File: config.mk
export PLATFORM = sky130hd
export DESIGN_NAME = ndsed_shade
export DESIGN_NICKNAME = d
export VERILOG_FILES = /design/src/rtl/ndsed_pkg.sv /design/src/rtl/ndsed_shade.sv
export SDC_FILE = /design/constraint.sdc
export NUM_CORES = 1
export LEC_CHECK = 0
export BUFFER_PORTS_ARGS = -buffer_cell sky130_fd_sc_hd__buf_2
export CORE_MARGIN = 2
export CORE_UTILIZATION = 35
export CTS_BUF_LIST = sky130_fd_sc_hd__clkbuf_8
export DETAILED_ROUTE_END_ITERATION = 16
export GPL_TIMING_DRIVEN = 0
export PLACE_DENSITY = 0.47
export SLEW_MARGIN = 0
export SYNTH_ARGS = -nofsm -noshare
export SYNTH_HDL_FRONTEND = slang
export SYNTH_SLANG_ARGS = --single-unit
File: constraint.sdc
create_clock -name clk -period 6.9 [get_ports clk]
set_input_delay 0 -clock clk [delete_from_list [all_inputs] [get_ports clk]]
set_output_delay 0 -clock clk [all_outputs]
set_load 0.02 [all_outputs]
File: src/rtl/ndsed_pkg.sv
package ndsed_pkg;

	localparam int MAX_WIDTH  = 2048;
	localparam int MAX_HEIGHT = 2048;
	localparam int SLOT_W     = $clog2(MAX_WIDTH);
	localparam int RAM_DEPTH  = 2 * MAX_WIDTH;
	localparam int ADDR_W     = $clog2(RAM_DEPTH);
	localparam int DIM_W      = 12;
	localparam int COL_W      = 11;
	localparam int ROW_W      = 12;
	localparam int POS_W      = 11;
	localparam int DSUM_W     = 18;
	localparam int NSUM_W     = 36;
	localparam int SHADE_W    = 15;
	localparam int CFG_IDX_W  = 3;
	localparam int CFG_DATA_W = 34;

	localparam logic CMD_PIXEL = 1'b0;
	localparam logic CMD_DRAIN = 1'b1;

	typedef enum logic [CFG_IDX_W-1:0] {
		CFG_WIDTH      = 3'd0,
		CFG_HEIGHT     = 3'd1,
		CFG_DEPTH_THR  = 3'd2,
		CFG_DEPTH_DARK = 3'd3,
		CFG_NORM_THR   = 3'd4,
		CFG_NORM_DARK  = 3'd5
	} cfg_reg_t;

	typedef struct packed {
		logic        [15:0] depth;
		logic signed [15:0] nz;
		logic signed [15:0] ny;
		logic signed [15:0] nx;
	} geo_t;

	typedef struct packed {
		logic [7:0] r;
		logic [7:0] g;
		logic [7:0] b;
	} rgb_t;

	typedef struct packed {
		logic [DSUM_W-1:0] dsum;
		logic [NSUM_W-1:0] nsum;
	} edge_acc_t;

endpackage

File: src/rtl/ndsed_shade.sv
module ndsed_shade (
	input  logic              clk,
	input  ndsed_pkg::rgb_t   color,
	input  ndsed_pkg::geo_t   geo,
	output ndsed_pkg::rgb_t   shaded
);
	localparam logic signed [13:0] COEF_X  = 14'sd5734;
	localparam logic signed [12:0] COEF_YZ = 13'sd1638;
	localparam logic signed [31:0] ONE_SQ  = 32'sd268435456;
	localparam logic signed [31:0] HALF_SQ = 32'sd134217728;
	localparam logic [ndsed_pkg::SHADE_W-1:0] S_ONE  = 15'd16384;
	localparam logic [ndsed_pkg::SHADE_W-1:0] S_HALF = 15'd8192;

	logic signed [29:0] px_s1;
	logic signed [29:0] pyz_s1;
	logic signed [31:0] sum_s2;
	logic [ndsed_pkg::SHADE_W-1:0] fac_s3;
	logic signed [16:0] yz;
	logic [22:0] pr, pg, pb;

	assign yz = {geo.ny[15], geo.ny} + {geo.nz[15], geo.nz};
	assign pr = color.r * fac_s3;
	assign pg = color.g * fac_s3;
	assign pb = color.b * fac_s3;

	always_ff @(posedge clk) begin
		px_s1  <= geo.nx * COEF_X;
		pyz_s1 <= 30'(yz * COEF_YZ);
		sum_s2 <= ONE_SQ - {{2{px_s1[29]}}, px_s1} - {{2{pyz_s1[29]}}, pyz_s1};
		if (sum_s2 <= HALF_SQ) begin
			fac_s3 <= S_HALF;
		end else if (sum_s2 >= ONE_SQ) begin
			fac_s3 <= S_ONE;
		end else begin
			fac_s3 <= sum_s2[28:14];
		end
		shaded.r <= pr[21:14];
		shaded.g <= pg[21:14];
		shaded.b <= pb[21:14];
	end
endmodule

# Yosys cells after proc, flatten, opt, wreduce, memory -nomap -nowiden
# Index checks and enable logic that the tools add are counted.
# op_classes
n_addsub	3
n_mul	5
n_lt_le_gt_ge	2
muxes	1
n_reduce_logical	1
# op_table
cell	count
multiplier 8 x 15 -> 22 bit	3
>= comparator 32 x 30 -> 1 bit, second input constant	1
less-or-equal comparator 32 x 29 -> 1 bit, second input constant	1
subtractor 31 x 29 -> 32 bit	1
subtractor 30 x 30 -> 31 bit, first input constant	1
multiplier 16 x 13 -> 29 bit, second input constant	1
multiplier 17 x 11 -> 28 bit, second input constant	1
adder 16 x 16 -> 17 bit	1
2-to-1 mux 15 bit	1
OR reduction 2 bit	1
# word_totals
regBits	128
input_bits	89
word_cells	20

# Depth between registers and ports, before layout
# logic_depth
depth_word	2
depth_mapped	26
mapped_depth_nobuf	26

# Worst setup path after synthesis
# Ideal clock, no wire load.
# synth_timing
path_type	input-to-reg
start	input geo[16] (netlist bit)
end	register pyz_s1[26]
t_arrival_ns	5.445
t_required_ns	6.828
path_slack_ns	1.383
cell_stages	26
path_buffers	1
cell_sequence	ha_1 > inv_1 > fa_1 > nor2b_1 > o31a_1 > o21ai_0 > nand2b_1 > xor2_1 > inv_1 > fa_1 > inv_1 > fa_1 > inv_1 > fa_1 > fa_1 > inv_1 > ha_1 > clkbuf_1 > and4_1 > nand3_1 > a21oi_1 > o221a_2 > o31a_1 > a41o_1 > o41ai_2 > xnor2_1
# synth_via
elab_chain_cells	2
# synth_lines
element	line_no	text
from (decl)	ndsed_shade.sv:4	input ndsed_pkg::geo_t geo,
adder 16 x 16 -> 17 bit	ndsed_shade.sv:21	assign yz = {geo.ny[15], geo.ny} + {geo.nz[15], geo.nz};
multiplier 17 x 11 -> 28 bit	ndsed_shade.sv:28	pyz_s1 <= 30'(yz * COEF_YZ);
to (signal assigned)	ndsed_shade.sv:28	
to (decl)	ndsed_shade.sv:15	logic signed [29:0] pyz_s1;
# Every way passes these cells.
# A chain may end at the register's enable or synchronous reset.

# Worst setup path after layout
# layout_timing
start	input geo[32] (netlist bit)
end	register pyz_s1[27]
# Same word-level chain as after synthesis.

==> flow_metrics.tcl <==
set metrics [dict create \
    outcome "finished, final reports clean" \
    cp-end-kind "flop" \
    fillCellCount 6598 \
    layout_common_cells "inv_1, fa_1, ha_1" \
    syn_inst 2462 \
    die_x_um 256 \
    grt_max_degree 20 \
    synth-warning-count 0 \
    postPlaceCellArea_sq_um 23800 \
    r2r-end "shaded[15]" \
    fin_crit_sh_pct 92.7 \
    rrSetupSlack_ns 1.31 \
    num_vias 16100 \
    n_antenna_cell 0 \
    stdcell_count 3440 \
    cts_buffers 17 \
    synthArstFlopShare_pct 0 \
    clk_latency_ns 0.47 \
    layout-drive-gt1-share_pct 5.86 \
    wl_per_cell_um 15.0 \
    hp-class "in2reg" \
    nets 3361 \
    grt_pass1_wl_um 86200 \
    die_area_sq_um 65700 \
    synthTopCellsByArea "fa_1, ha_1, dfxtp_1, inv_1, and2_1" \
    numClockSinks 127 \
    vias_per_cell 4.67 \
    grt_use_total_pct 16.3 \
    synth_top_area_share_pct 32.1 \
    fmax_mhz 156 \
    fin_skew_ns 0.0161 \
    placed_cells 3404 \
    rsz0062_at_grt "no" \
    ios 113 \
    dr.first_iter.drc_count 561 \
    required_ns 7.28 \
    syn_area_sq_um 22300 \
    tightest_slew_ns 0.842 \
    cts_max_level 4 \
    ys_ff_latch 127 \
    crit_fanout 6 \
    critPathKind "in2reg" \
    synth_top_cell_by_area "fa_1" \
    drc_errors 0 \
    initial_utilization_pct 35.3 \
    cts_setup_buffers 0 \
    final_antenna_net_count 0 \
    whs_endpoint "shaded[15]" \
    max_cap_violations 0 \
    ys.flop_type "dfxtp_1" \
    firstDrtPassIters 5 \
    ff2ff_path_depth 16 \
    report.final.hold_viol_count 0 \
    final_util_pct 38.5 \
    ys_types 73 \
    dp_hpwl_um 45100 \
    slew-limit-headroom_pct 43.9 \
    wl_um 51500 \
    portBuffers 96 \
    r2r_start "fac_s3[3]" \
    antenna_found_initial 1 \
    final.setup.tns_ns 0 \
    synth-seq-area-share_pct 11.4 \
    cts_buffer_depth 2 \
    layout_commonest_cell "inv_1" \
    synth_edf_count 0 \
    fp.dieH_um 256 \
    start_kind "primary input" \
    min_period_ns 6.39 \
    setup_viol_count_final 0 \
    final_cell_area_sq_um 24300 \
    first_global_vias 17300 \
    area_delta_synth_final_pct 9.02 \
    min-delay-start "color[15]" \
    cts_tree "built" \
    clkTransAtPathRegs_ns 0.08 \
    clockRootBuffer "clkbuf_8" \
    core_area_sq_um 63100 \
    report.final.slew_viol_count 0 \
    overflow 0 \
    place_congestion 0.857 \
    cp.arrival_ns 6.77 \
    num_rows 92 \
    syn_nets 3240 \
    min_path_cells 4 \
    syn_area_per_cell_sq_um 9.06 \
]
## how the worst max path moves through the flow
stage	start	to	slack, ns	cells after the start
after floorplan	geo[16]	pyz_s1[26]	1.38	26
after global placement	geo[17]	pyz_s1[27]	0.21	24
after detailed placement	geo[17]	pyz_s1[27]	0.18	24
after CTS	geo[32]	pyz_s1[27]	0.25	25
after global routing	geo[32]	pyz_s1[25]	0.10	25
final	geo[32]	pyz_s1[27]	0.51	26
## kinds of logic (layout without fill, tap and decap cells)
kind of cell	count (synthesis)	after routing	share of synthesized area [%]
compound gates	290	290	8.84
xor+xnor	125	125	4.91
fa+ha+maj	689	689	50.7
buf+inv	609	741	10.3
flops	127	127	11.4
mux	3	3	0.135
simple gates	619	619	13.8
## synth_stat cells (8+ instances only)
master,n
o21bai_1,9
o31ai_1,8
inv_1,548
nand3_1,22
fa_1,357
nor4_1,8
nand4_1,11
o21ai_0,35
nor2_1,78
a21oi_1,105
o21a_1,15
xor2_1,34
ha_1,332
nand2b_1,16
and3_1,12
dfxtp_1,127
a21o_1,42
xnor2_1,91
nor3_1,18
nor2b_1,13
clkbuf_1,58
nand2_1,243
and2_1,177
## state kept, by name, indices dropped and copies added, names as in the netlist
register  flops
sum_s2       31
px_s1        29
pyz_s1       28
shaded       24
fac_s3       15
## area by class of cell
cell class	instances	area, sq um	share of cell area, %
timing repair buffer	102	541	2.22
clock buffer	18	248	1.02
tap	846	1060	4.35
inverter	549	2060	8.48
sequential	127	2540	10.5
clock inverter	12	159	0.654
multi-input combinational	1726	17500	71.9
buffer	60	230	0.947
## layer usage
metal,global-route usage [%],vias up,wire length (um)
met5,0,-,0
met4,4.04,0,1040
met3,1.96,50,1160
met2,30.5,172,27100
met1,19.6,7927,22200
li1,-,7916,-
## what timing repair did
action | in CTS | in global routing
endpoints found under the hold margin | 5 | 0
hold buffers | 6 | 0
resized for setup | 0 | 1
endpoints found under the setup margin | 0 | 2
## worst max-delay path, stage by stage
cell	delay, ns
dlygate4sd3_1	0.52
buf_2	0.09
ha_1	0.18
inv_1	0.06
fa_1	0.41
nor2b_1	0.16
o31a_1	0.21
o211ai_2	0.11
nand2_1	0.08
a21oi_1	0.07
xnor2_1	0.44
ha_1	0.37
inv_1	0.09
fa_1	0.44
fa_1	0.56
fa_1	0.45
fa_1	0.54
inv_1	0.05
ha_1	0.38
nand3_1	0.13
nor4b_2	0.40
o2111ai_1	0.23
a31oi_1	0.32
nand2_1	0.12
o21ai_1	0.16
xor2_1	0.20
## through the flow
step                hold WS (ns)  setup WS (ns)
floorplan                 0.0277           1.38
global placement           0.199          0.205
detailed placement         0.200          0.183
CTS                       0.0151          0.253
global route              0.0470          0.102
finish                    0.0557          0.506
Power is left out: the tool's default activity adds up to more than one toggle a clock period on the data nets, which glitch-free logic cannot reach.
