## config.mk

```make
export PLATFORM = sky130hd
export DESIGN_NAME = ndsed_edge_cell
export DESIGN_NICKNAME = d
export VERILOG_FILES = /design/src/rtl/ndsed_pkg.sv /design/src/rtl/ndsed_edge_cell.sv
export SDC_FILE = /design/constraint.sdc
export NUM_CORES = 2
export LEC_CHECK = 0
export BUFFER_PORTS_ARGS = -buffer_cell sky130_fd_sc_hd__buf_2
export CORE_UTILIZATION = 70
export DETAILED_ROUTE_END_ITERATION = 12
export PLACE_DENSITY = 0.94
export SLEW_MARGIN = 20
export SYNTH_ARGS = -nofsm -noshare
export SYNTH_HDL_FRONTEND = slang
export SYNTH_SLANG_ARGS = --single-unit
export TNS_END_PERCENT = 100
```

## constraint.sdc

```tcl
create_clock -name clk -period 15.4 [get_ports clk]
set_input_delay 1.54 -clock clk [delete_from_list [all_inputs] [get_ports clk]]
set_output_delay 1.54 -clock clk [all_outputs]
set_load 0.05 [all_outputs]
```

## src/rtl/ndsed_pkg.sv

```systemverilog
package ndsed_pkg;

	localparam int MAX_WIDTH  = 2048;
	localparam int MAX_HEIGHT = 2048;
	localparam int SLOT_W     = $clog2(MAX_WIDTH);
	localparam int RAM_DEPTH  = 2 * MAX_WIDTH;
	localparam int ADDR_W     = $clog2(RAM_DEPTH);
	localparam int DIM_W      = 12;
	localparam int COL_W      = 11;
	localparam int ROW_W      = 12;
	localparam int POS_W      = 11;
	localparam int DSUM_W     = 18;
	localparam int NSUM_W     = 36;
	localparam int SHADE_W    = 15;
	localparam int CFG_IDX_W  = 3;
	localparam int CFG_DATA_W = 34;

	localparam logic CMD_PIXEL = 1'b0;
	localparam logic CMD_DRAIN = 1'b1;

	typedef enum logic [CFG_IDX_W-1:0] {
		CFG_WIDTH      = 3'd0,
		CFG_HEIGHT     = 3'd1,
		CFG_DEPTH_THR  = 3'd2,
		CFG_DEPTH_DARK = 3'd3,
		CFG_NORM_THR   = 3'd4,
		CFG_NORM_DARK  = 3'd5
	} cfg_reg_t;

	typedef struct packed {
		logic        [15:0] depth;
		logic signed [15:0] nz;
		logic signed [15:0] ny;
		logic signed [15:0] nx;
	} geo_t;

	typedef struct packed {
		logic [7:0] r;
		logic [7:0] g;
		logic [7:0] b;
	} rgb_t;

	typedef struct packed {
		logic [DSUM_W-1:0] dsum;
		logic [NSUM_W-1:0] nsum;
	} edge_acc_t;

endpackage

```

## src/rtl/ndsed_edge_cell.sv

```systemverilog
module ndsed_edge_cell (
	input  logic                 clk,
	input  ndsed_pkg::geo_t      centre,
	input  ndsed_pkg::geo_t      neighbour,
	input  ndsed_pkg::edge_acc_t acc_in,
	output ndsed_pkg::edge_acc_t acc_out
);
	logic signed [16:0] dx_s1, dy_s1, dz_s1;
	logic        [15:0] dd_s1;
	logic signed [33:0] sqx, sqy, sqz;
	logic        [35:0] nsq_s2;
	logic        [15:0] dd_s2;

	assign sqx = dx_s1 * dx_s1;
	assign sqy = dy_s1 * dy_s1;
	assign sqz = dz_s1 * dz_s1;

	always_ff @(posedge clk) begin
		dx_s1 <= {neighbour.nx[15], neighbour.nx} - {centre.nx[15], centre.nx};
		dy_s1 <= {neighbour.ny[15], neighbour.ny} - {centre.ny[15], centre.ny};
		dz_s1 <= {neighbour.nz[15], neighbour.nz} - {centre.nz[15], centre.nz};
		dd_s1 <= (centre.depth > neighbour.depth) ? centre.depth - neighbour.depth
			: neighbour.depth - centre.depth;
		nsq_s2 <= {2'b0, sqx} + {2'b0, sqy} + {2'b0, sqz};
		dd_s2  <= dd_s1;
		acc_out.dsum <= acc_in.dsum + {2'b0, dd_s2};
		acc_out.nsum <= acc_in.nsum + nsq_s2;
	end
endmodule

```

---- Yosys cells after proc, flatten, opt, wreduce, memory -nomap -nowiden ----
Index checks and enable logic that the tools add are counted.
word-level totals
  flip-flop bits (word level) ............. 173
  output and inout port bits .............. 54
  logic and storage cells ................. 22
  bits of input ports ..................... 183
cells by class
  multipliers ............................. 3
  mux-type cells .......................... 1
  order comparisons ....................... 1
  $add $sub $neg .......................... 9
operators with widths
  kind                                            number
  17-bit by 17-bit multiplier with 34-bit output  3
  16-bit by 16-bit subtractor with 17-bit output  3
  35-bit by 34-bit adder with 36-bit output       1
  36-bit adder                                    1
  34-bit by 34-bit adder with 35-bit output       1
  16-bit subtractor                               2
  18-bit by 16-bit adder with 18-bit output       1
  16-bit greater-than comparator                  1
  16-bit 2-to-1 mux                               1

---- Longest topological paths before layout ----
  depth in word-level cells ............... 3
  mapped depth ............................ 40
  mapped depth without buffers ............ 39

---- Worst setup path after synthesis ----
No wires, ideal clock.
  kind .................................... register to register
  start point ............................. register dx_s1[2]
  end point ............................... register nsq_s2[34]
  clock period less this slack ............ 8.576 ns
  library setup time ...................... 0.116 ns
  required time ........................... 15.284 ns
  arrival time ............................ 8.460 ns
  path slack .............................. 6.824 ns
  path buffers ............................ 2
  cell stages (with the launch flop) ...... 37
  cell sequence ........................... dfxtp_1 -> clkbuf_1 -> clkbuf_1 -> nand2_1 -> fa_1 -> inv_1 -> fa_1 -> inv_1 -> fa_1 -> inv_1 -> fa_1 -> fa_1 -> inv_1 -> fa_1 -> inv_1 -> ha_1 -> a211o_1 -> o21ai_0 -> a21oi_1 -> o21a_1 -> o21a_1 -> o21a_1 -> o21ai_0 -> nand2b_1 -> a21oi_1 -> xnor2_1 -> fa_1 -> ha_1 -> a21o_1 -> a221o_1 -> a221oi_2 -> o31ai_1 -> o21a_1 -> o41ai_2 -> a211o_2 -> nand3_1 -> o211a_1
between the ends
  cells in the longest elaborated chain, start to end .. 3
ends and longest elaborated chain
  item                                            RTL line               text
  from (decl)                                     ndsed_edge_cell.sv:8   logic signed [16:0] dx_s1, dy_s1, dz_s1;
  from (signal assigned)                          ndsed_edge_cell.sv:19  dx_s1 <= {neighbour.nx[15], neighbour.nx} - {centre.nx[15], centre.nx};
  17-bit by 17-bit multiplier with 34-bit output  ndsed_edge_cell.sv:14  assign sqx = dx_s1 * dx_s1;
  34-bit by 34-bit adder with 35-bit output       ndsed_edge_cell.sv:24  nsq_s2 <= {2'b0, sqx} + {2'b0, sqy} + {2'b0, sqz};
  35-bit by 34-bit adder with 36-bit output       ndsed_edge_cell.sv:24
  to (signal assigned)                            ndsed_edge_cell.sv:24
  to (decl)                                       ndsed_edge_cell.sv:11  logic [35:0] nsq_s2;
No other way between the ends.

---- Worst setup path after layout ----
  start point ............................. register dy_s1[7]
  end point ............................... register nsq_s2[33]
between the ends
  cells in the longest elaborated chain, start to end .. 3
ends and longest elaborated chain
  item                                            RTL line               text
  from (decl)                                     ndsed_edge_cell.sv:8
  from (signal assigned)                          ndsed_edge_cell.sv:20  dy_s1 <= {neighbour.ny[15], neighbour.ny} - {centre.ny[15], centre.ny};
  17-bit by 17-bit multiplier with 34-bit output  ndsed_edge_cell.sv:15  assign sqy = dy_s1 * dy_s1;
  34-bit by 34-bit adder with 35-bit output       ndsed_edge_cell.sv:24
  35-bit by 34-bit adder with 36-bit output       ndsed_edge_cell.sv:24
No other way between the ends.

==> out/results.txt <==
Outcome - complete, no violations
Clock Sinks - 173
Reg2reg setup slack - 5.71 ns
Max clock buf depth - 2
Finished Layout Cells - 5,416
# IOs - 237
Area of the multi-input gates - 0.0327 mm²
Synth unique cells - 79
Max frequency - 103 MHz
Final min period - 9.69 ns
Synth warn - 0
Placed cell count - 5,380
Top cell type by total area after synthesis - fa_1
Pins Over Slew Limit - 0
Worst skew pair latency - 0.51 ns
# hold bufs at CTS - 0
Post-synth design cell area - 0.0410 mm²
Hold Vio Cnt, Final - 0
Syn nets - 5,911
Post-synth EDFFs - 0
Worst Setup Start Kind - flip-flop
Layout area overhead - 6.02%
H-Tree Depth - 4
Top-area cell type share of the netlist area - 0.416
Worst Skew - 0.0171 ns
Async set or reset register ratio after synthesis - 0
CP Class - flip-flop to flip-flop
Tcrit/Tclk final - 0.629
Placement Rows - 88
Max-cap viol count - 0
Final WL - 98.3 mm
Worst-Margin Slew - 1.05 ns
Most frequent CP cell - a21o_1
GR Overflow Total - 0
Top_reg_cell synth - dfxtp_1
Share of layout cells above drive strength 1 - 0.0678
Clock transition at path regs - 0.09 ns
DR WL/cell - 18.2 µm
Post-DP HPWL - 82.1 mm
Core ar. - 0.0578 mm²
TritonCTS clock tree - built
Die height - 244 µm
Slowest-stage cell, CP - dfxtp_1
FF+latch area - 0.00346 mm²
Die width - 244 µm
Arrival @ worst endpoint - 10.12 ns
Cts bufs inserted - 17
Critical Path Sink Type - flip-flop
Setup Slack @ Placement - 6.02 ns
Worst rel slew slack - 0.296
Initial antenna violation count - 5
Crit path buffers/inverters - 6
Worst Path Max Fanout - 18
# fillers - 3,630
Port Buf Inserts - 236
Post-route ant nets - 0
Final setup violation count - 0
Min-Delay Path Class - flip-flop to flip-flop
Vias per cell - 5.75
Initial Utilization - 0.710
Die area - 0.0596 mm²
Mapped Avg Cell Area - 9.22 µm²
RSZ-0062 raised after global routing - false
Final worst setup slack - 5.71 ns
First-pass GRT wire length - 165 mm
Postcts setup bufs - 0
Root Driver - clkbuf_16
Post-synthesis sequential area ratio - 0.0844
First-pass detailed-route iteration total - 6
Post-synthesis cell count - 4,450
Largest net degree at the start of global routing - 34
Setup TNS - 0 ns
Worst path top cell family by delay - adder cells
GP Congestion - 0.984
Post-CTS sizing - 0
Total number of vias - 31.1k
Worst EP required - 15.83 ns
Most common cell in the synthesized netlist - inv_1
Initial drt markers - 2,254
Post-synth top cells - inv_1, fa_1, ha_1
Area contributors post-synth - fa_1, ha_1, inv_1
# DRC - 0
Gr usage total - 0.351
Yosys reg bits - 173
Vias in the first global route - 34.6k
Final #Nets - 6,095
Worst path max stage delay - 0.89 ns
flip-flops by register name (all words and copies together) (netlist names):
register	cells
dd_s2	16
dd_s1	16
nsq_s2	36
acc_out	54
dy_s1	17
dz_s1	17
dx_s1	17
routing by layer:
| layer | vias up | wire, µm | track usage |
|---|---|---|---|
| li1 | 13800 | - | - |
| met1 | 15400 | 34500 | 0.400 |
| met2 | 1469 | 50100 | 0.613 |
| met3 | 433 | 7840 | 0.0724 |
| met4 | 2 | 5870 | 0.197 |
| met5 | - | 13 | 0 |
worst paths after layout:
| check | depth (start not counted) | endpoint | start |
|---|---|---|---|
| worst min-delay path | 0 | dd_s2[4]$_DFF_P_ | dd_s1[4]$_DFF_P_ |
| worst max register to register | 35 | nsq_s2[33]$_DFF_P_ | dy_s1[7]$_DFF_P_ |
| worst max-delay path | 35 | nsq_s2[33]$_DFF_P_ | dy_s1[7]$_DFF_P_ |
| worst min register to register | 0 | dd_s2[4]$_DFF_P_ | dd_s1[4]$_DFF_P_ |
cells by family after synthesis:
group,Yosys count,share of synthesized area
fa+ha+maj,1278,0.546
simple gates,898,0.106
buf+inv,1295,0.119
mux,17,0.00433
flops,173,0.0844
xor+xnor,246,0.0525
compound gates,543,0.0881
worst reg2reg max path: cells and delay by family, from the launching register on:
family	cells	cell delay, ns
adder cells (fa/ha/maj)	9	3.91
AO/OA/AOI/OAI	16	3.76
buffers and inverters	6	0.34
XOR/XNOR	2	0.37
AND/OR/NAND/NOR	2	0.37
flip-flops	1	0.89
per-stage QoR:
stage                     hold slack [ns]  instance area (µm²)   util
after detailed placement            0.312                42900  0.742
final                               0.328                43500  0.753
after global routing                0.339                43500  0.753
after CTS                           0.328                43500  0.752
after global placement              0.310                42900  0.742
after floorplan                     0.310                41000      -
layout by cell type (no fill, tap or decap), drive strengths merged, types with 109 or more instances in the layout:
| cell | instances |
|---|---|
| inv | 1227 |
| fa | 852 |
| ha | 426 |
| nand2 | 317 |
| buf | 240 |
| xnor2 | 173 |
| dfxtp | 173 |
| and2 | 172 |
| nor2 | 165 |
| a21oi | 164 |
| o21ai | 109 |
cell type report:
class | instances | share of cell area
Antenna cell | 4 | 0.000230
Clock buffer | 18 | 0.0101
Clock inverter | 14 | 0.00334
Inverter | 1220 | 0.105
Multi-Input combinational cell | 2982 | 0.752
Sequential cell | 173 | 0.0796
Tap cell | 765 | 0.0220
Timing Repair Buffer | 240 | 0.0278
Power is not shown: default switching activity piles up to over one toggle a cycle in this logic, so the estimate is an artifact.
