$ cat src/rtl/ndsed_ram.sv
module ndsed_ram #(
	parameter int WIDTH = 8,
	parameter int DEPTH = 16
) (
	input  logic                     clk,
	input  logic                     we,
	input  logic [$clog2(DEPTH)-1:0] waddr,
	input  logic [WIDTH-1:0]         wdata,
	input  logic [$clog2(DEPTH)-1:0] raddr,
	output logic [WIDTH-1:0]         rdata
);
	logic [WIDTH-1:0] mem [DEPTH];

	always_ff @(posedge clk) begin
		if (we) begin
			mem[waddr] <= wdata;
		end
		rdata <= mem[raddr];
	end
endmodule

$ cat config.mk
export PLATFORM = sky130hd
export DESIGN_NAME = ndsed_ram
export DESIGN_NICKNAME = d
export VERILOG_FILES = /design/src/rtl/ndsed_ram.sv
export SDC_FILE = /design/constraint.sdc
export NUM_CORES = 1
export LEC_CHECK = 0
export BUFFER_PORTS_ARGS = -buffer_cell sky130_fd_sc_hd__clkbuf_2
export CORE_UTILIZATION = 56
export DETAILED_ROUTE_END_ITERATION = 10
export PLACE_DENSITY = 0.71
export SLEW_MARGIN = 30
export SYNTH_ARGS = -nofsm -noshare
export SYNTH_HDL_FRONTEND = slang
export SYNTH_SLANG_ARGS = --single-unit
$ cat constraint.sdc
create_clock -name clk -period 2.3 [get_ports clk]
set_input_delay 0.46 -clock clk [delete_from_list [all_inputs] [get_ports clk]]
set_output_delay 0.46 -clock clk [all_outputs]
set_load 0.01 [all_outputs]
# Word level (Yosys, flattened, before mapping)
# Memory sizes are Yosys's and may differ from the RTL's. A register that Yosys moved wholly into a read port is not among the register bits.
# Index checks and enable logic that the tools add are counted.
# word_totals
register_bits	0
input_bits	18
word_cells	3
mem_bits_rw	128
mem_count	1
# mem_list
memory	words	width	read_ports	rd_clocked_by_memory_dff	write_ports	line_no	source
mem	16	8	1	1	1	12	logic [WIDTH-1:0] mem [DEPTH];
# op_classes
mux	2
# ops
operator	count
2-to-1 mux 1 bit	2

# Logic depth before layout (Yosys ltp)
# Gate-level depths: netlist of run 1.
# logic_depth
depth_word	2
ltp_mapped	5
ltp_nobuf	3

# Worst setup path after synthesis of run 1
# Ideal clock, no wire load.
# synth_path
kind	input to register
startpoint	input waddr[2]
endpoint	memory mem[0][0] (enable)
path_buffers	0
t_arrival_ns	1.570
slack_ns	0.347
cell_stages	2
setup_ns	0.383
path_cell_list	or3b_2 > nor3_1
# synth_lines
element	line_no	source
from (decl)	7	input logic [$clog2(DEPTH)-1:0] waddr,
to (decl)	12	
# Straight into the memory's write port.

# Worst setup path in the final report of run 1
# layout_path
startpoint	register rdata[3] (read register of mem)
endpoint	output rdata[3]
# layout_lines
element	line_no	source
from (decl)	10	output logic [WIDTH-1:0] rdata
# No word-level cell between the ends.

==> results of run 1 <==
## logic make-up (layout without fill, tap and decap cells)
logic type,count (synthesis),in the layout
multiplexers,32,32
AND/OR/NAND/NOR,35,35
AO/OA/AOI/OAI,16,16
flip-flops,136,136
buffers and inverters,10,82
## per-layer routing
layer	share of wire (%)	vias up	wire length, um	track usage [%]
li1	-	1093	-	-
met2	49	101	4850	35.7
met4	1.7	0	174	9.91
met3	5.1	15	507	5.01
met1	45	1291	4440	33.6
met5	0	-	0	0
## how the worst max path moves through the flow
stage                      endpoint  startpoint  cells after the start
after detailed placement   rdata[4]    raddr[0]                      5
after global placement     rdata[3]    raddr[0]                      5
final                      rdata[3]    rdata[3]                      1
after global routing       rdata[3]    rdata[3]                      1
after CTS                  rdata[3]    rdata[3]                      1
after floorplan           mem[0][0]    waddr[2]                      2
## Yosys cell counts
library cell and n:
edfxtp_1 128, mux4_2 18, a22oi_1 16, mux4_1 14, nor2_1 13, nand2_1 9
dfxtp_1 8, nor3_1 4, buf_2 3, buf_6 3, clkdlybuf4s25_2 3, nand2b_1 2
nand3b_1 2, and2_1 1, and2b_1 1, buf_4 1, nand3_1 1, nor2b_1 1
or3b_2 1
## metrics by stage
step / total power [mW] / cell area (sq um) / cells / setup WS [ns]
after floorplan: 2.98 / 5150 / 229 / 0.347
after global placement: 3.10 / 5530 / 377 / 0.348
after detailed placement: 3.11 / 5530 / 377 / 0.344
after CTS: 5.52 / 6080 / 409 / 0.782
after global routing: 5.66 / 6080 / 409 / 0.775
final: 5.50 / 6080 / 409 / 0.798
## power by group through the flow
stage	combinational [mW]	clock [mW]	sequential, mW
6_report	0.265	2.44	2.79
2_1_floorplan	0.141	0	2.84
5_1_grt	0.286	2.58	2.79
4_1_cts	0.268	2.46	2.79
3_5_place_dp	0.267	0	2.84
3_3_place_gp	0.258	0	2.84
## flip-flops by register name, summed over array words and instances (netlist names)
register / flops
mem: 128
rdata: 8
## cells in the final DEF, fill, tap and decap left out
cell type	instances
clkbuf_8	4
nand2_1	9
clkinv_1	1
nand3b_1	2
bufinv_16	1
edfxtp_1	128
clkbuf_16	16
clkbuf_1	4
nor3_1	4
nor2b_1	1
clkbuf_2	25
clkinv_2	4
buf_12	2
and2b_1	1
and2_1	1
or3b_2	1
mux4_2	18
mux4_1	14
clkinv_4	2
nand2b_1	2
nor2_1	13
dfxtp_1	8
a22oi_1	16
buf_4	23
nand3_1	1
## cell type report
cell class | instances | area [sq um] | area share (%)
flip-flops and latches | 136 | 4000 | 65.9
multi-input cells | 83 | 1060 | 17.4
clock buffers | 24 | 470 | 7.74
repair buffers | 50 | 338 | 5.56
well taps | 108 | 135 | 2.22
clock inverters | 8 | 71.3 | 1.17
==> impl_metrics.tcl, run 1 <==
set metrics [dict create \
    gr-total-overflow 0 \
    seq_area_frac_synth_pct 77.8 \
    dieArea_sq_um 9580 \
    p_sw_mw 1.10 \
    diodes 0 \
    cp_top_family "flip-flops" \
    portBuffers 25 \
    hp-class "input port to register" \
    die_x_um 97.9 \
    worst_ep_required_time_ns 1.84 \
    hold_violations 0 \
    cpPeakStageDelay_ns 0.38 \
    antenna_found_initial 0 \
    ys_top_cells_by_area "edfxtp_1 75%, mux4_2 7.9%, mux4_1 7.1%" \
    yosys.area.top_type "edfxtp_1" \
    ant_nets 0 \
    cts_hold_buf 0 \
    clkLatencyLatePin_ns 0.52 \
    ys_types 19 \
    dp_hpwl_mm 6.25 \
    cts_setup_buffers 0 \
    cts_sinks 136 \
    vias_per_cell 6.11 \
    nFillCells 526 \
    setup_viol 0 \
    rows 34 \
    reg2reg_depth 3 \
    grt.total_usage_pct 23.5 \
    fin_crit_ns 1.50 \
    yosysTopAreaCellShare_pct 74.7 \
    drc 5 \
    grt_pass1_wl_mm 15.5 \
    ys_warn_count 0 \
    p_sw_share_pct 20.0 \
    p_per_area_nw_per_um2 905 \
    vias 2500 \
    hold_path_end "mem[10][1]" \
    ys_ff_latch 136 \
    crit_chain "clkbuf_2" \
    synth_xor_area_share_pct 0 \
    ir_drop_mv 0.628 \
    synth_top_family_by_area "multiplexers" \
    crit_path_top_delay_cell "dfxtp_1" \
    r2r_start "mem[9][4]" \
    io_pins 26 \
    rr_endpoint "rdata[4]" \
    drive_gt1_share_pct 31.9 \
    drv_cap 0 \
    cts_tree "done" \
    status "complete, but fails checks" \
    syn_to_final_growth_pct 18.0 \
    cts_buffer_depth 2 \
    avgSynthCellArea_sq_um 22.5 \
    core_area_sq_um 8810 \
    ctsResizeCount 0 \
    whs_path_depth 1 \
    synthCells 229 \
    slew_viol_final 0 \
    die_h_um 97.9 \
    synth_compound_area_share_pct 2.33 \
    fin_setup_tns_ns 0 \
    p_clk_share_pct 44.4 \
    path_clk_slew_ns 0.06 \
    fmax_mhz 666 \
    cts.root.buffer_cell "clkbuf_8" \
    initial_core_util_pct 58.5 \
    drtPass1Iterations 7 \
    worst_hold_slack_ns 0.346 \
    cp.buffers_inverters 1 \
    cts_buffers 17 \
    combPwrFrac_pct 4.8 \
    power_frac_seq_pct 50.8 \
    netlist_area_sq_um 5150 \
    critPathKind "register to primary output" \
    period_share_pct 65.3 \
    grt_pass1_vias 2584 \
    routed_wl_mm 9.97 \
    crit_fanout 1 \
    final_util_pct 69.0 \
    worst_pin_slew_ns 0.473 \
    htreeDepth 4 \
    rrSetupSlack_ns 0.90 \
    syn_nets 247 \
    gp_congestion 0.778 \
    grt_max_degree 33 \
    violations "design-rule violations" \
    worst_setup_path_end_kind "primary output" \
    drt_iter0_drc 190 \
    synth-simple-area-share_pct 3.18 \
    synth_mux_area_share_pct 15.0 \
    slew_headroom_pct 68.5 \
    nNetsFinal 306 \
    wl_per_cell_um 24.4 \
    leakage_nw 2.11 \
    cp.arrival_ns 1.04 \
    cp-start-kind "register" \
    fin_skew_ns 0.0107 \
    p_int_mw 4.40 \
    rsz0062_at_grt "no" \
    hp-start "wdata[1]" \
    synth_adder_area_share_pct 0 \
]
(Power assumes the default switching activity.)
==> run 2, diff against run 1 <==
ABC_AREA = 1   (was default)
clock period = 1.5 ns   (was 2.3 ns; I/O delays follow)
==> run 2 against run 1 <==
Against the previous run:
- the flow now finishes without violations
- non-clock buffer count up 1
- utilization down 0.45 points
- register-to-register slack worse by 0.44 ns
- first-iteration DRC count up 55%
- largest cell class unchanged
- largest power group is now clock
==> impl_metrics.tcl, run 2 <==
set metrics [dict create \
    status "completed" \
    cp_top_family "flip-flops" \
    layout_common_cells "173 x nand2_1, 128 x edfxtp_1, 100 x inv_1, 97 x nand3_1, 25 x clkbuf_2" \
    grt_pass1_vias 3710 \
    fin_setup_tns_ns 0 \
    setup_viol 0 \
    critPathKind "register to primary output" \
    vias 3892 \
    cp-start-kind "register" \
    synth-edff-count 128 \
    cts_setup_buffers 0 \
    cts_tree "done" \
    grt.total_usage_pct 26.9 \
    cp.buffers_inverters 1 \
    crit_chain "clkbuf_2" \
    avgSynthCellArea_sq_um 10.5 \
    drc 0 \
    reg2reg_depth 6 \
    vias_per_cell 5.24 \
    cp.arrival_ns 1.01 \
    fin_skew_ns 0.00646 \
    rsz0062_at_grt "no" \
    ys_top_cells_by_count "173 x nand2_1, 128 x edfxtp_1, 100 x inv_1, 97 x nand3_1, 17 x nor2_1" \
    htreeDepth 4 \
    gr-total-overflow 0 \
    drive_gt1_share_pct 13.6 \
    hold_path_end "rdata[6]" \
    diodes 0 \
    cts_hold_buf 0 \
    portBuffers 25 \
    rows 36 \
    clkLatencyLatePin_ns 0.53 \
    syn_nets 569 \
    syn_to_final_growth_pct 17.2 \
    routed_wl_mm 12.8 \
    antenna_found_initial 0 \
    rrSetupSlack_ns 0.46 \
    fin_crit_ns 1.31 \
    die_x_um 103 \
    r2r_start "mem[2][7]" \
    hp-start "raddr[3]" \
    drt_iter0_drc 295 \
    ys_types 12 \
    nNetsFinal 615 \
    layout_commonest_cell "nand2_1" \
    drv_cap 0 \
    leakage_nw 2.97 \
    p_per_area_nw_per_um2 1370 \
    whs_path_depth 4 \
    rr_endpoint "rdata[7]" \
    fmax_mhz 763 \
    path_clk_slew_ns 0.06 \
    worst_pin_slew_ns 0.438 \
    core_area_sq_um 9860 \
    grt_pass1_wl_mm 19.7 \
    yosys.area.top_type "edfxtp_1" \
    synthMostInstantiatedCell "nand2_1" \
    cpPeakStageDelay_ns 0.35 \
    synthArstFlopShare_pct 0 \
    slew_viol_final 0 \
    ys_top_cells_by_area "edfxtp_1 67%, nand2_1 11%, nand3_1 8.4%" \
    drtPass1Iterations 5 \
    die_h_um 103 \
    regMostFlops "mem" \
    ys_warn_count 0 \
    worst_setup_path_end_kind "primary output" \
    initial_core_util_pct 58.5 \
    largest_reg_flops 128 \
    ant_nets 0 \
    gp_congestion 0.835 \
    hp-class "input port to register" \
    cts_buffer_depth 2 \
    top_regs "mem x128, rdata x8" \
    dp_hpwl_mm 7.54 \
    cts_buffers 17 \
    ctsResizeCount 0 \
    grt_max_degree 65 \
    dieArea_sq_um 10700 \
    ir_drop_mv 0.800 \
    netlist_area_sq_um 5770 \
    hold_violations 0 \
    ys_ff_latch 136 \
    slew_headroom_pct 70.8 \
    yosysTopAreaCellShare_pct 66.7 \
    synth-main-ff-cell "edfxtp_1" \
    seq_area_frac_synth_pct 69.4 \
    cts.root.buffer_cell "clkbuf_8" \
    post-place-ws_ns 0.103 \
    io_pins 26 \
    period_share_pct 87.4 \
    crit_path_top_delay_cell "dfxtp_1" \
    setup_ws_ns 0.189 \
    worst_ep_required_time_ns 1.20 \
    cts_sinks 136 \
    crit_fanout 1 \
    wl_per_cell_um 17.2 \
    synthCells 551 \
]
## run 2: worst min-delay path, stage by stage
cell and delay [ns]:
clkbuf_2 0.09, buf_4 0.16, nand3_1 0.09, nand2_1 0.06
## run 2: kinds of logic (layout without fill, tap and decap cells)
group,count (synthesis),in the layout,share of synthesized area (%)
and+or+nand+nor,289,289,21.0
DFF,136,136,69.4
buffers and inverters,126,185,9.52
## run 2: final cells by class
class / count / area (sq um)
flip-flops and latches: 136 / 4000
fillers: 705 / 3100
multi-input cells: 289 / 1210
clock buffers: 19 / 422
inverters: 102 / 383
repair buffers: 51 / 370
clock inverters: 13 / 203
well taps: 133 / 166
## run 2: how the worst max path moves through the flow
stage,startpoint,to,cells past startpoint
3_3_place_gp,raddr[0],rdata[4],7
6_report,rdata[2],rdata[2],1
3_5_place_dp,raddr[0],rdata[7],7
2_1_floorplan,waddr[2],mem[10][0],2
4_1_cts,rdata[2],rdata[2],1
5_1_grt,rdata[2],rdata[2],1
## run 2: metrics by stage
stage	util, %	hold slack, ns	instances	total power [mW]	instance area [sq um]
floorplan	-	0.399	551	4.66	5770
global placement	62.2	0.658	711	4.88	6140
detailed placement	62.2	0.667	711	4.90	6140
CTS	68.5	0.200	743	9.24	6760
global route	68.5	0.249	743	9.46	6760
finish	68.5	0.222	743	9.23	6760
## run 2: where the power goes
part | switching [mW] | total, mW | internal [mW] | leakage [nW]
Sequential | 0.0248 | 4.27 | 4.25 | 1.22
Clock | 1.55 | 4.41 | 2.86 | 0.302
Combinational | 0.380 | 0.550 | 0.170 | 1.45
Total | 1.95 | 9.23 | 7.28 | 2.97
## run 2: per-layer routing
metal  global-route usage (%)  part of all wire (%)  vias to the layer above
met1                     37.3                    43                     1854
met4                     11.5                   2.0                        0
li1                         -                     -                     1868
met3                     4.91                   7.1                       23
met5                        0                     0                        -
met2                     42.3                    48                      147
